<file path="config.mk">
export PLATFORM = sky130hd
export DESIGN_NAME = crc32_data_packet_framer_unit
export DESIGN_NICKNAME = d
export VERILOG_FILES = /design/src/hw/rtl/cdpf_pkg.sv /design/src/hw/rtl/crc32_data_packet_framer_unit.sv /design/src/hw/rtl/cdpf_cfg_regs.sv /design/src/hw/rtl/cdpf_front.sv /design/src/hw/rtl/cdpf_seq.sv
export SDC_FILE = /design/constraint.sdc
export NUM_CORES = 1
export LEC_CHECK = 0
export BUFFER_PORTS_ARGS = -buffer_cell sky130_fd_sc_hd__buf_2
export CORE_UTILIZATION = 52
export CTS_CLUSTER_SIZE = 16
export DETAILED_ROUTE_END_ITERATION = 16
export PLACE_DENSITY = 0.76
export SLEW_MARGIN = 20
export SYNTH_ARGS = -nofsm -noshare
export SYNTH_HDL_FRONTEND = slang
export SYNTH_SLANG_ARGS = --single-unit
</file>
<file path="constraint.sdc">
create_clock -name clk -period 3.1 [get_ports clk]
set_input_delay 0.155 -clock clk [delete_from_list [all_inputs] [get_ports clk]]
set_output_delay 0.155 -clock clk [all_outputs]
set_load 0.005 [all_outputs]
</file>
<file path="src/hw/rtl/cdpf_pkg.sv">
// Shared types, constants and register codes for the CRC-32 data packet framer.
// No dependencies; every other framer file imports this package.
`timescale 1ns / 1ps

package cdpf_pkg;

  // Framing and CRC constants.
  localparam int          MAX_PAYLOAD_DEF = 1024;
  localparam logic [31:0] CRC_INIT        = 32'hFFFF_FFFF;
  localparam logic [31:0] CRC_POLY        = 32'h04C1_1DB7;
  localparam int          LEN_W           = 11;
  localparam int          ADDR_W          = 4;

  // Register reset values.
  localparam logic [7:0] START_MARKER_RST = 8'd170;
  localparam logic [7:0] END_MARKER_RST   = 8'd187;
  localparam logic [7:0] DATA_TYPE_RST    = 8'd1;

  // Register indexes (byte address divided by four).
  typedef enum logic [1:0] {
    REG_START_MARKER = 2'd0,
    REG_END_MARKER   = 2'd1,
    REG_DATA_TYPE    = 2'd2
  } reg_idx_t;

  // Position of a beat within the beats caused by one payload byte.
  typedef enum logic [3:0] {
    PH_START  = 4'd0,
    PH_TYPE   = 4'd1,
    PH_LEN_LO = 4'd2,
    PH_LEN_HI = 4'd3,
    PH_DATA   = 4'd4,
    PH_CRC0   = 4'd5,
    PH_CRC1   = 4'd6,
    PH_CRC2   = 4'd7,
    PH_CRC3   = 4'd8,
    PH_END    = 4'd9
  } phase_t;

  // Configuration values seen by the beat sequencer.
  typedef struct packed {
    logic [7:0] start_marker;
    logic [7:0] end_marker;
    logic [7:0] data_type;
  } cfg_t;

  // Everything needed to emit the beats of one payload byte.
  typedef struct packed {
    logic [7:0]       data;
    logic             first;
    logic             last;
    logic [LEN_W-1:0] len;
    logic [31:0]      crc;
  } desc_t;

endpackage

</file>
<file path="src/hw/rtl/crc32_data_packet_framer_unit.sv">
// Top level of the CRC-32 data packet framer: register block, input stage and
// output sequencer. Depends on cdpf_pkg, cdpf_cfg_regs, cdpf_front, cdpf_seq.
`timescale 1ns / 1ps

// Each accepted payload byte gives one beat per cycle while out_ready is high:
// an inner byte its data beat only, the first byte of a packet the start
// marker, type and two length bytes before its data, the last byte four CRC
// bytes little-endian and the end marker after it, a one-byte packet all of
// these. The input stage holds one descriptor ahead of the sequencer, so the
// next byte is taken while the current byte's beats are still going out.
// The CRC is MSB-first, polynomial 0x04C11DB7, seeded with all ones, no final
// XOR, over the payload only. Registers: start marker at 0x0, end marker at
// 0x4, packet type at 0x8; write them only while the block is idle.
module crc32_data_packet_framer_unit import cdpf_pkg::*; #(
  parameter int MAX_PAYLOAD = MAX_PAYLOAD_DEF
) (
  input  logic              clk,
  input  logic              rst_n,
  input  logic              in_valid,
  output logic              in_ready,
  input  logic [7:0]        in_data_byte,
  input  logic [LEN_W-1:0]  in_payload_length,
  output logic              out_valid,
  input  logic              out_ready,
  output logic [7:0]        out_byte,
  output logic              out_run_last,
  output logic              out_frame_last,
  input  logic              psel,
  input  logic              penable,
  input  logic              pwrite,
  input  logic [ADDR_W-1:0] paddr,
  input  logic [31:0]       pwdata,
  output logic [31:0]       prdata,
  output logic              pready
);

  cfg_t  cfg;
  desc_t desc;
  logic  desc_valid;
  logic  desc_take;

  // Configuration registers.
  cdpf_cfg_regs u_regs (
    .clk     (clk),
    .rst_n   (rst_n),
    .psel    (psel),
    .penable (penable),
    .pwrite  (pwrite),
    .paddr   (paddr),
    .pwdata  (pwdata),
    .prdata  (prdata),
    .pready  (pready),
    .cfg     (cfg)
  );

  // Packet state and CRC.
  cdpf_front #(
    .MAX_PAYLOAD (MAX_PAYLOAD)
  ) u_front (
    .clk               (clk),
    .rst_n             (rst_n),
    .in_valid          (in_valid),
    .in_ready          (in_ready),
    .in_data_byte      (in_data_byte),
    .in_payload_length (in_payload_length),
    .desc_valid        (desc_valid),
    .desc              (desc),
    .desc_take         (desc_take)
  );

  // Beat sequencer.
  cdpf_seq u_seq (
    .clk            (clk),
    .rst_n          (rst_n),
    .cfg            (cfg),
    .desc_valid     (desc_valid),
    .desc           (desc),
    .desc_take      (desc_take),
    .out_valid      (out_valid),
    .out_ready      (out_ready),
    .out_byte       (out_byte),
    .out_run_last   (out_run_last),
    .out_frame_last (out_frame_last)
  );

endmodule

</file>
<file path="src/hw/rtl/cdpf_cfg_regs.sv">
// APB-style register block holding the marker and packet type bytes.
// Depends on cdpf_pkg.
`timescale 1ns / 1ps

module cdpf_cfg_regs import cdpf_pkg::*; (
  input  logic              clk,
  input  logic              rst_n,
  input  logic              psel,
  input  logic              penable,
  input  logic              pwrite,
  input  logic [ADDR_W-1:0] paddr,
  input  logic [31:0]       pwdata,
  output logic [31:0]       prdata,
  output logic              pready,
  output cfg_t              cfg
);

  cfg_t     cfg_r;
  logic     wr_en;
  reg_idx_t idx;

  assign pready = 1'b1;
  assign wr_en  = psel && penable && pwrite;
  assign idx    = reg_idx_t'(paddr[3:2]);
  assign cfg    = cfg_r;

  // Register writes; an index past the list is ignored.
  always_ff @(posedge clk) begin
    if (!rst_n) begin
      cfg_r.start_marker <= START_MARKER_RST;
      cfg_r.end_marker   <= END_MARKER_RST;
      cfg_r.data_type    <= DATA_TYPE_RST;
    end else if (wr_en) begin
      case (idx)
        REG_START_MARKER: cfg_r.start_marker <= pwdata[7:0];
        REG_END_MARKER:   cfg_r.end_marker   <= pwdata[7:0];
        REG_DATA_TYPE:    cfg_r.data_type    <= pwdata[7:0];
        default: ;
      endcase
    end
  end

  // Read mux.
  always_comb begin
    unique case (idx)
      REG_START_MARKER: prdata = {24'd0, cfg_r.start_marker};
      REG_END_MARKER:   prdata = {24'd0, cfg_r.end_marker};
      REG_DATA_TYPE:    prdata = {24'd0, cfg_r.data_type};
      default:          prdata = 32'd0;
    endcase
  end

endmodule

</file>
<file path="src/hw/rtl/cdpf_front.sv">
// Input stage: tracks packet state, updates the running CRC and registers one
// beat descriptor per payload byte. Depends on cdpf_pkg.
`timescale 1ns / 1ps

module cdpf_front import cdpf_pkg::*; #(
  parameter int MAX_PAYLOAD = MAX_PAYLOAD_DEF
) (
  input  logic             clk,
  input  logic             rst_n,
  input  logic             in_valid,
  output logic             in_ready,
  input  logic [7:0]       in_data_byte,
  input  logic [LEN_W-1:0] in_payload_length,
  output logic             desc_valid,
  output desc_t            desc,
  input  logic             desc_take
);

  localparam logic [15:0] MaxLen = 16'(MAX_PAYLOAD);

  logic             in_packet_r, in_packet_nxt;
  logic [LEN_W-1:0] bytes_left_r, bytes_left_nxt;
  logic [31:0]      crc_r, crc_nxt;
  logic             dvalid_r;
  desc_t            desc_r, desc_nxt;
  logic             acc;
  logic [LEN_W-1:0] len_sat;
  logic [LEN_W-1:0] count;
  logic [31:0]      crc_in;

  // One MSB-first CRC byte update, eight shift steps.
  function automatic logic [31:0] crc_byte(logic [31:0] crc, logic [7:0] b);
    logic [31:0] c;
    c = crc ^ {b, 24'd0};
    for (int i = 0; i < 8; i++) begin
      c = c[31] ? ((c << 1) ^ CRC_POLY) : (c << 1);
    end
    return c;
  endfunction

  assign in_ready   = !dvalid_r || desc_take;
  assign acc        = in_valid && in_ready;
  assign desc_valid = dvalid_r;
  assign desc       = desc_r;

  // Length clamp: zero counts as one, oversize saturates.
  always_comb begin
    if (in_payload_length == '0) begin
      len_sat = LEN_W'(1);
    end else if (16'(in_payload_length) > MaxLen) begin
      len_sat = MaxLen[LEN_W-1:0];
    end else begin
      len_sat = in_payload_length;
    end
  end

  // Next packet state and descriptor for the byte on the input.
  always_comb begin
    count              = in_packet_r ? bytes_left_r : len_sat;
    crc_in             = in_packet_r ? crc_r : CRC_INIT;
    desc_nxt.data      = in_data_byte;
    desc_nxt.first     = !in_packet_r;
    desc_nxt.len       = len_sat;
    desc_nxt.crc       = crc_byte(crc_in, in_data_byte);
    bytes_left_nxt     = count - LEN_W'(1);
    desc_nxt.last      = (bytes_left_nxt == '0);
    in_packet_nxt      = !desc_nxt.last;
    crc_nxt            = desc_nxt.last ? CRC_INIT : desc_nxt.crc;
  end

  // Packet state registers.
  always_ff @(posedge clk) begin
    if (!rst_n) begin
      in_packet_r  <= 1'b0;
      bytes_left_r <= '0;
      crc_r        <= CRC_INIT;
    end else if (acc) begin
      in_packet_r  <= in_packet_nxt;
      bytes_left_r <= bytes_left_nxt;
      crc_r        <= crc_nxt;
    end
  end

  // Descriptor slot.
  always_ff @(posedge clk) begin
    if (!rst_n) begin
      dvalid_r <= 1'b0;
    end else if (acc) begin
      dvalid_r <= 1'b1;
    end else if (desc_take) begin
      dvalid_r <= 1'b0;
    end
  end

  always_ff @(posedge clk) begin
    if (acc) begin
      desc_r <= desc_nxt;
    end
  end

  // Idle state carries no leftover count or CRC.
  a_idle_count: assert property (@(posedge clk) disable iff (!rst_n)
    !in_packet_r |-> bytes_left_r == '0) else $error("count left while idle");
  a_idle_crc: assert property (@(posedge clk) disable iff (!rst_n)
    !in_packet_r |-> crc_r == CRC_INIT) else $error("CRC not reset while idle");
  a_close: assert property (@(posedge clk) disable iff (!rst_n)
    (acc && desc_nxt.last) |=> !in_packet_r) else $error("packet not closed");

endmodule

</file>
<file path="src/hw/rtl/cdpf_seq.sv">
// Output sequencer: walks the header, payload, CRC and end marker beats of one
// descriptor, one beat per cycle while out_ready is high. Depends on cdpf_pkg.
`timescale 1ns / 1ps

module cdpf_seq import cdpf_pkg::*; (
  input  logic       clk,
  input  logic       rst_n,
  input  cfg_t       cfg,
  input  logic       desc_valid,
  input  desc_t      desc,
  output logic       desc_take,
  output logic       out_valid,
  input  logic       out_ready,
  output logic [7:0] out_byte,
  output logic       out_run_last,
  output logic       out_frame_last
);

  logic   svalid_r;
  desc_t  s_r;
  phase_t ph_r, ph_nxt;
  phase_t ph_final;
  logic   beat;
  logic   done;

  assign ph_final       = s_r.last ? PH_END : PH_DATA;
  assign beat           = svalid_r && out_ready;
  assign done           = beat && (ph_r == ph_final);
  assign desc_take      = desc_valid && (!svalid_r || done);
  assign out_valid      = svalid_r;
  assign out_run_last   = (ph_r == ph_final);
  assign out_frame_last = (ph_r == PH_END);

  // Beat position.
  always_comb begin
    if (desc_take) begin
      ph_nxt = desc.first ? PH_START : PH_DATA;
    end else if (beat && !done) begin
      ph_nxt = phase_t'(ph_r + 4'd1);
    end else begin
      ph_nxt = ph_r;
    end
  end

  always_ff @(posedge clk) begin
    if (!rst_n) begin
      svalid_r <= 1'b0;
      ph_r     <= PH_DATA;
    end else begin
      ph_r <= ph_nxt;
      if (desc_take) begin
        svalid_r <= 1'b1;
      end else if (done) begin
        svalid_r <= 1'b0;
      end
    end
  end

  always_ff @(posedge clk) begin
    if (desc_take) begin
      s_r <= desc;
    end
  end

  // Byte select for the current beat.
  always_comb begin
    unique case (ph_r)
      PH_START:  out_byte = cfg.start_marker;
      PH_TYPE:   out_byte = cfg.data_type;
      PH_LEN_LO: out_byte = s_r.len[7:0];
      PH_LEN_HI: out_byte = {{(16 - LEN_W){1'b0}}, s_r.len[LEN_W-1:8]};
      PH_DATA:   out_byte = s_r.data;
      PH_CRC0:   out_byte = s_r.crc[7:0];
      PH_CRC1:   out_byte = s_r.crc[15:8];
      PH_CRC2:   out_byte = s_r.crc[23:16];
      PH_CRC3:   out_byte = s_r.crc[31:24];
      PH_END:    out_byte = cfg.end_marker;
      default:   out_byte = s_r.data;
    endcase
  end

  a_no_hdr: assert property (@(posedge clk) disable iff (!rst_n)
    (svalid_r && !s_r.first) |-> ph_r >= PH_DATA) else $error("header beat on later byte");
  a_no_trl: assert property (@(posedge clk) disable iff (!rst_n)
    (svalid_r && !s_r.last) |-> ph_r <= PH_DATA) else $error("trailer beat on inner byte");
  a_frame_run: assert property (@(posedge clk) disable iff (!rst_n)
    (svalid_r && out_frame_last) |-> out_run_last) else $error("end marker not run end");

endmodule
</file>
==> flow_metrics.py, run 1 <==
metrics = {
    "outcome": {
        "outcome": "finished clean",
    },
    "timing": {
        "drv_slew": 0,
        "fin_tns_setup_ns": 0,
        "fin_crit_sh": 0.942,
        "timing_hold_violations_final": 0,
        "worstMarginPinSlew_ns": 0.878,
        "setup-violations-final": 0,
        "slew_headroom": 0.411,
        "fmax_mhz": 343,
        "clock_skew_ns": 0.0121,
        "rsz0062_at_grt": "no",
        "min_period_ns": 2.92,
        "setup_ws_ns": 0.180,
        "whs_ns": 0.0316,
    },
    "synth": {
        "synth_warnings": 0,
        "yosys_register_bits": 179,
        "avgSynthCellArea_um2": 11.4,
        "synth_common_cells": "edfxtp_1, dfxtp_1, xnor2_1, nor2_1, nand2_1",
        "netlist_top_cells_area": "edfxtp_1, dfxtp_1, xnor2_1",
        "syn_inst": 737,
        "yosysMostFrequentCell": "edfxtp_1",
        "synth_cell_types": 63,
        "synth.top_cell.area_share": 0.374,
        "synth_top_area_cell": "edfxtp_1",
        "syn_area_um2": 8420,
        "synth_edf_count": 105,
        "ys_seq_area_frac": 0.550,
        "synth_flop_cell": "edfxtp_1",
        "synth_async_sr_flop_share": 0,
    },
    "placement": {
        "dp.cells": 977,
        "dp_slack_ns": 0.0944,
        "port_buffers": 55,
        "routabilityCongestion": 0.851,
        "dp_hpwl_mm": 12.2,
        "placed_area_um2": 8820,
    },
    "setup_path": {
        "critPathArrivalTime_ns": 3.27,
        "crit_path_max_fanout": 12,
        "crit_required_ns": 3.45,
        "worstSetupPathType": "flop to flop",
        "rrSetupSlack_ns": 0.18,
        "startpoint_type": "flop",
        "end_kind": "flop",
    },
    "cts": {
        "cts_buffers": 17,
        "htreeDepth": 4,
        "cts_sinks": 179,
        "clk_path_buf_depth": 2,
        "root_buffer": "clkbuf_16",
        "cts_setup_buffers": 0,
        "cts_tree": "yes",
        "clk_latency_ns": 0.43,
        "path_clk_slew_ns": 0.07,
    },
    "hold_path": {
        "hold_class": "primary input to flop",
    },
    "global_routing": {
        "overflow": 0,
        "grt_start_max_net_pins": 53,
        "grt_pass1_wl_mm": 27.8,
        "grt_pass1_vias": 5450,
        "grtUsageMet2": 0.373,
        "grt_util_met1": 0.273,
        "antenna_found_initial": 0,
        "grt-busiest-layer": "met2",
        "groute.usage.overall": 0.221,
        "grt_util_met3": 0.0586,
    },
    "cells_and_area": {
        "layout-drive-gt1-share": 0.184,
        "area_growth_syn_to_layout_pct": 13.3,
        "final_area_um2": 9540,
        "antenna_cells": 0,
        "finalNetCount": 860,
        "fin_cells": 1021,
    },
    "job": {
        "maxCapViolCount": 0,
    },
    "route": {
        "drc_errors": 0,
        "viasPerCell": 5.59,
        "wirelength_mm": 17.4,
        "first_pass_iters": 5,
        "drtAntennaViolNets": 0,
        "avgRoutedWirePerCell_um": 17.0,
        "first_iter_violations": 757,
        "dr_total_vias": 5712,
    },
    "floorplanning": {
        "die_x_um": 129,
        "ioPinCount": 107,
        "rows": 46,
        "die_h_um": 129,
        "coreArea_um2": 15800,
        "die_area_um2": 16700,
        "start_util": 0.532,
    },
    "pwr": {
        "ir_worst_vdd_v": 0.000441,
        "p_leak_uw": 0.00350,
        "p_per_area_nw_per_um2": 671,
    },
}
## stage by stage
stage,total power (µW),util
floorplan,3940,-
global placement,4200,0.557
detailed placement,4250,0.557
CTS,6430,0.603
global route,6640,0.603
finish,6410,0.603
## metal layers
metal / vias up / routed length [µm] / share of wire
li1: 2710 / - / -
met1: 2736 / 7590 / 0.44
met2: 235 / 8400 / 0.48
met3: 31 / 1060 / 0.061
met4: 0 / 352 / 0.020
met5: - / 0 / 0
## path summary, 6_finish.rpt
check / startpoint / cells past startpoint / to
max: u_front.in_packet_r / 8 / u_front.crc_r[3]
min: in_data_byte[2] / 1 / u_front.desc[47]
max reg2reg: u_front.in_packet_r / 8 / u_front.crc_r[3]
min reg2reg: u_front.desc[14] / 0 / u_seq.s_r[14]
## cell type report
type	instances	area, µm²
clock buffers	17	425
flip-flops and latches	179	4630
fillers	1229	6290
repair buffers	85	581
inverters	15	56.3
multi-input cells	494	3400
well taps	216	270
clock inverters	15	178
## registers in the layout, summed over array words and instances (netlist names)
register and flops:
u_seq.ph_r 4, u_front.bytes_left_r 11, u_front.crc_r 32, u_front.desc_valid 1, u_front.in_packet_r 1, u_regs.cfg 24
u_seq.out_valid 1, u_front.desc 53, u_seq.s_r 52
## cell usage in the layout (no fill, tap or decap), types with 3 or more instances in the layout
cell	n
edfxtp_1	105
dfxtp_1	74
xnor2_1	73
nor2_1	60
nand2_1	57
buf_2	55
a21oi_1	37
mux2i_1	34
o32a_2	28
o21ai_0	27
conb_1	25
xor2_1	23
nand3_1	18
clkbuf_16	17
buf_4	14
dlygate4sd3_1	12
inv_1	11
nor2b_1	11
a22oi_1	10
nand2b_1	9
a222oi_1	7
nor3_1	6
ha_1	5
inv_6	5
nor4_1	4
a31oi_1	4
o21a_1	4
buf_12	4
inv_2	3
and3_1	3
o22ai_1	3
mux2_2	3
a22o_1	3
o221ai_1	3
nand4_1	3
xnor2_2	3
clkinv_1	3
bufinv_16	3
clkinv_4	3
## where the power goes
part           switching, µW  leakage (µW)  internal [µW]  total (µW)
clock                    898      0.000298           1280        2170
sequential               144       0.00162           2920        3060
combinational            654       0.00159            517        1170
total                   1700       0.00350           4710        6410
## repair_timing
item	CTS	global route
hold endpoints to repair	25	0
gates resized for setup	0	1
endpoints found under the setup margin	0	1
hold buffers	12	0
## critical path: stages (launching register included)
cell and delay (ns):
dfxtp_1 0.57, inv_2 0.22, mux2i_1 0.21, ha_1 0.24, o211a_1 0.16, or4_1 0.53
a211o_1 0.32, o311a_1 0.42, a21oi_1 0.18
## cells by family (layout without fill, tap and decap cells)
group / count (synthesis) / count (layout) / share of synthesized area
buffers and inverters: 87 / 132 / 0.0566
other: 2 / 25 / 0.000892
and+or+nand+nor: 183 / 183 / 0.101
DFF: 179 / 179 / 0.550
muxes: 38 / 38 / 0.0462
adders and majority gates: 6 / 6 / 0.00892
AOI/OAI and AO/OA: 140 / 140 / 0.122
xor gates and xnor gates: 102 / 102 / 0.114
(Power assumes the default switching activity.)
==> inputs of run 2 (changes only) <==
Settings changed: REMOVE_ABC_BUFFERS set to 1.
==> run 2 against run 1 <==
Against the previous run: first-iteration DRC count fell by 22%; setup slack better by 0.027 ns; global-route usage is 0.12 points lower; register-to-register slack better by 0.03 ns; cell area fell by 0.14%; flip-flop and latch count is the same; sequential power barely moved; sequential share of layout area up 0.070 points; critical path depth fell by 1; via count increased by 0.79%; combinational power is essentially flat; critical endpoint is now u_front.crc_r[8]; largest power group unchanged.
==> flow_metrics.py, run 2 (synthesis gave the netlist of run 1 again) <==
metrics = {
    "outcome": {
        "outcome": "finished clean",
    },
    "timing": {
        "drv_slew": 0,
        "timing_hold_violations_final": 0,
        "min_period_ns": 2.89,
        "clock_skew_ns": 0.00916,
        "rsz0062_at_grt": "no",
        "worstMarginPinSlew_ns": 0.876,
        "fin_crit_sh": 0.933,
        "whs_ns": 0.0190,
        "slew_headroom": 0.412,
        "fmax_mhz": 346,
        "setup-violations-final": 0,
    },
    "placement": {
        "dp_hpwl_mm": 12.3,
        "port_buffers": 55,
        "routabilityCongestion": 0.865,
        "dp.cells": 983,
    },
    "global_routing": {
        "groute.usage.overall": 0.220,
        "grt_pass1_wl_mm": 28.0,
        "grt_start_max_net_pins": 53,
        "antenna_found_initial": 0,
        "grt_pass1_vias": 5490,
        "overflow": 0,
    },
    "setup_path": {
        "startpoint_type": "flop",
        "crit_path_max_fanout": 14,
        "critPathArrivalTime_ns": 3.21,
        "worstSetupPathType": "flop to flop",
        "end_kind": "flop",
        "crit_required_ns": 3.42,
    },
    "cts": {
        "cts_tree": "yes",
        "root_buffer": "clkbuf_16",
        "path_clk_slew_ns": 0.07,
        "htreeDepth": 4,
        "clk_latency_ns": 0.43,
        "cts_buffers": 17,
        "cts_sinks": 179,
        "clk_path_buf_depth": 2,
    },
    "route": {
        "first_iter_violations": 588,
        "drtAntennaViolNets": 0,
        "wl_met2_mm": 8.87,
        "dr_total_vias": 5757,
        "drc_errors": 0,
        "avgRoutedWirePerCell_um": 17.1,
        "dr.max_layer_used": "met4",
        "viasPerCell": 5.61,
        "wl_met1_mm": 7.52,
        "wl_met3_um": 705,
        "wirelength_mm": 17.5,
        "first_pass_iters": 5,
    },
    "cells_and_area": {
        "area_growth_syn_to_layout_pct": 13.2,
        "layout_commonest_cell": "edfxtp_1",
        "largest_reg_flops": 53,
        "antenna_cells": 0,
        "fin_cells": 1026,
        "finalNetCount": 865,
        "layout_common_cells": "edfxtp_1, dfxtp_1, xnor2_1",
        "final_util": 0.602,
        "layout-drive-gt1-share": 0.189,
    },
    "floorplanning": {
        "rows": 46,
        "coreArea_um2": 15800,
        "die_x_um": 129,
        "start_util": 0.532,
        "ioPinCount": 107,
        "die_h_um": 129,
        "die_area_um2": 16700,
    },
    "hold_path": {
        "hold_class": "primary input to flop",
    },
    "pwr": {
        "p_per_area_nw_per_um2": 664,
        "ir_worst_vdd_v": 0.000390,
        "p_total_uw": 6320,
        "p_leak_uw": 0.00351,
    },
    "job": {
        "maxCapViolCount": 0,
    },
}
[run 2: layout make-up]
class | instances | area, µm²
Multi-Input combinational cell | 494 | 3390
Clock buffer | 17 | 425
Clock inverter | 15 | 144
Tap cell | 216 | 270
Sequential cell | 179 | 4630
Inverter | 15 | 56.3
Fill cell | 1179 | 6300
Timing Repair Buffer | 90 | 603
[run 2: what timing repair did]
item / in CTS / in global routing
hold endpoints to repair: 18 / 0
hold buffers: 11 / 0
resized for setup: 0 / 0
endpoints found under the setup margin: 0 / 0
buffers inserted: 0 / 0
[run 2: power by group]
group	internal [µW]	total, µW	switching [µW]
sequential	2920	3060	140
combinational	518	1190	670
clock	1130	2080	951
total	4560	6320	1760
[run 2: stage by stage]
stage          setup TNS, ns  cell area [µm²]  setup slack (ns)
4_1_cts                    0             9530             0.218
2_1_floorplan         -18.34             8090            -0.610
6_report                   0             9530             0.208
3_3_place_gp               0             8850             0.127
3_5_place_dp               0             8850            0.0403
5_1_grt                    0             9530            0.0519
[run 2: per-layer routing]
metal,track usage,vias to the layer above
li1,-,2724
met1,0.266,2803
met2,0.385,194
met3,0.0339,36
met4,0.107,0
met5,0,-
[run 2: final timing paths]
kind / end / from / slack (ns) / depth (start not counted)
max reg2reg: u_front.crc_r[8] / u_front.in_packet_r / 0.21 / 7
max: u_front.crc_r[8] / u_front.in_packet_r / 0.21 / 7
min reg2reg: u_seq.s_r[52] / u_front.desc[52] / 0.42 / 0
min: u_regs.cfg[14] / pwdata[6] / 0.02 / 3
[run 2: worst max-delay path, stage by stage (launching register included)]
cell and delay, ns:
dfxtp_1 0.32, inv_2 0.31, nor2_1 0.14, xnor2_2 0.65
xnor3_2 0.53, xor2_2 0.18, xnor2_1 0.23, o32a_2 0.42
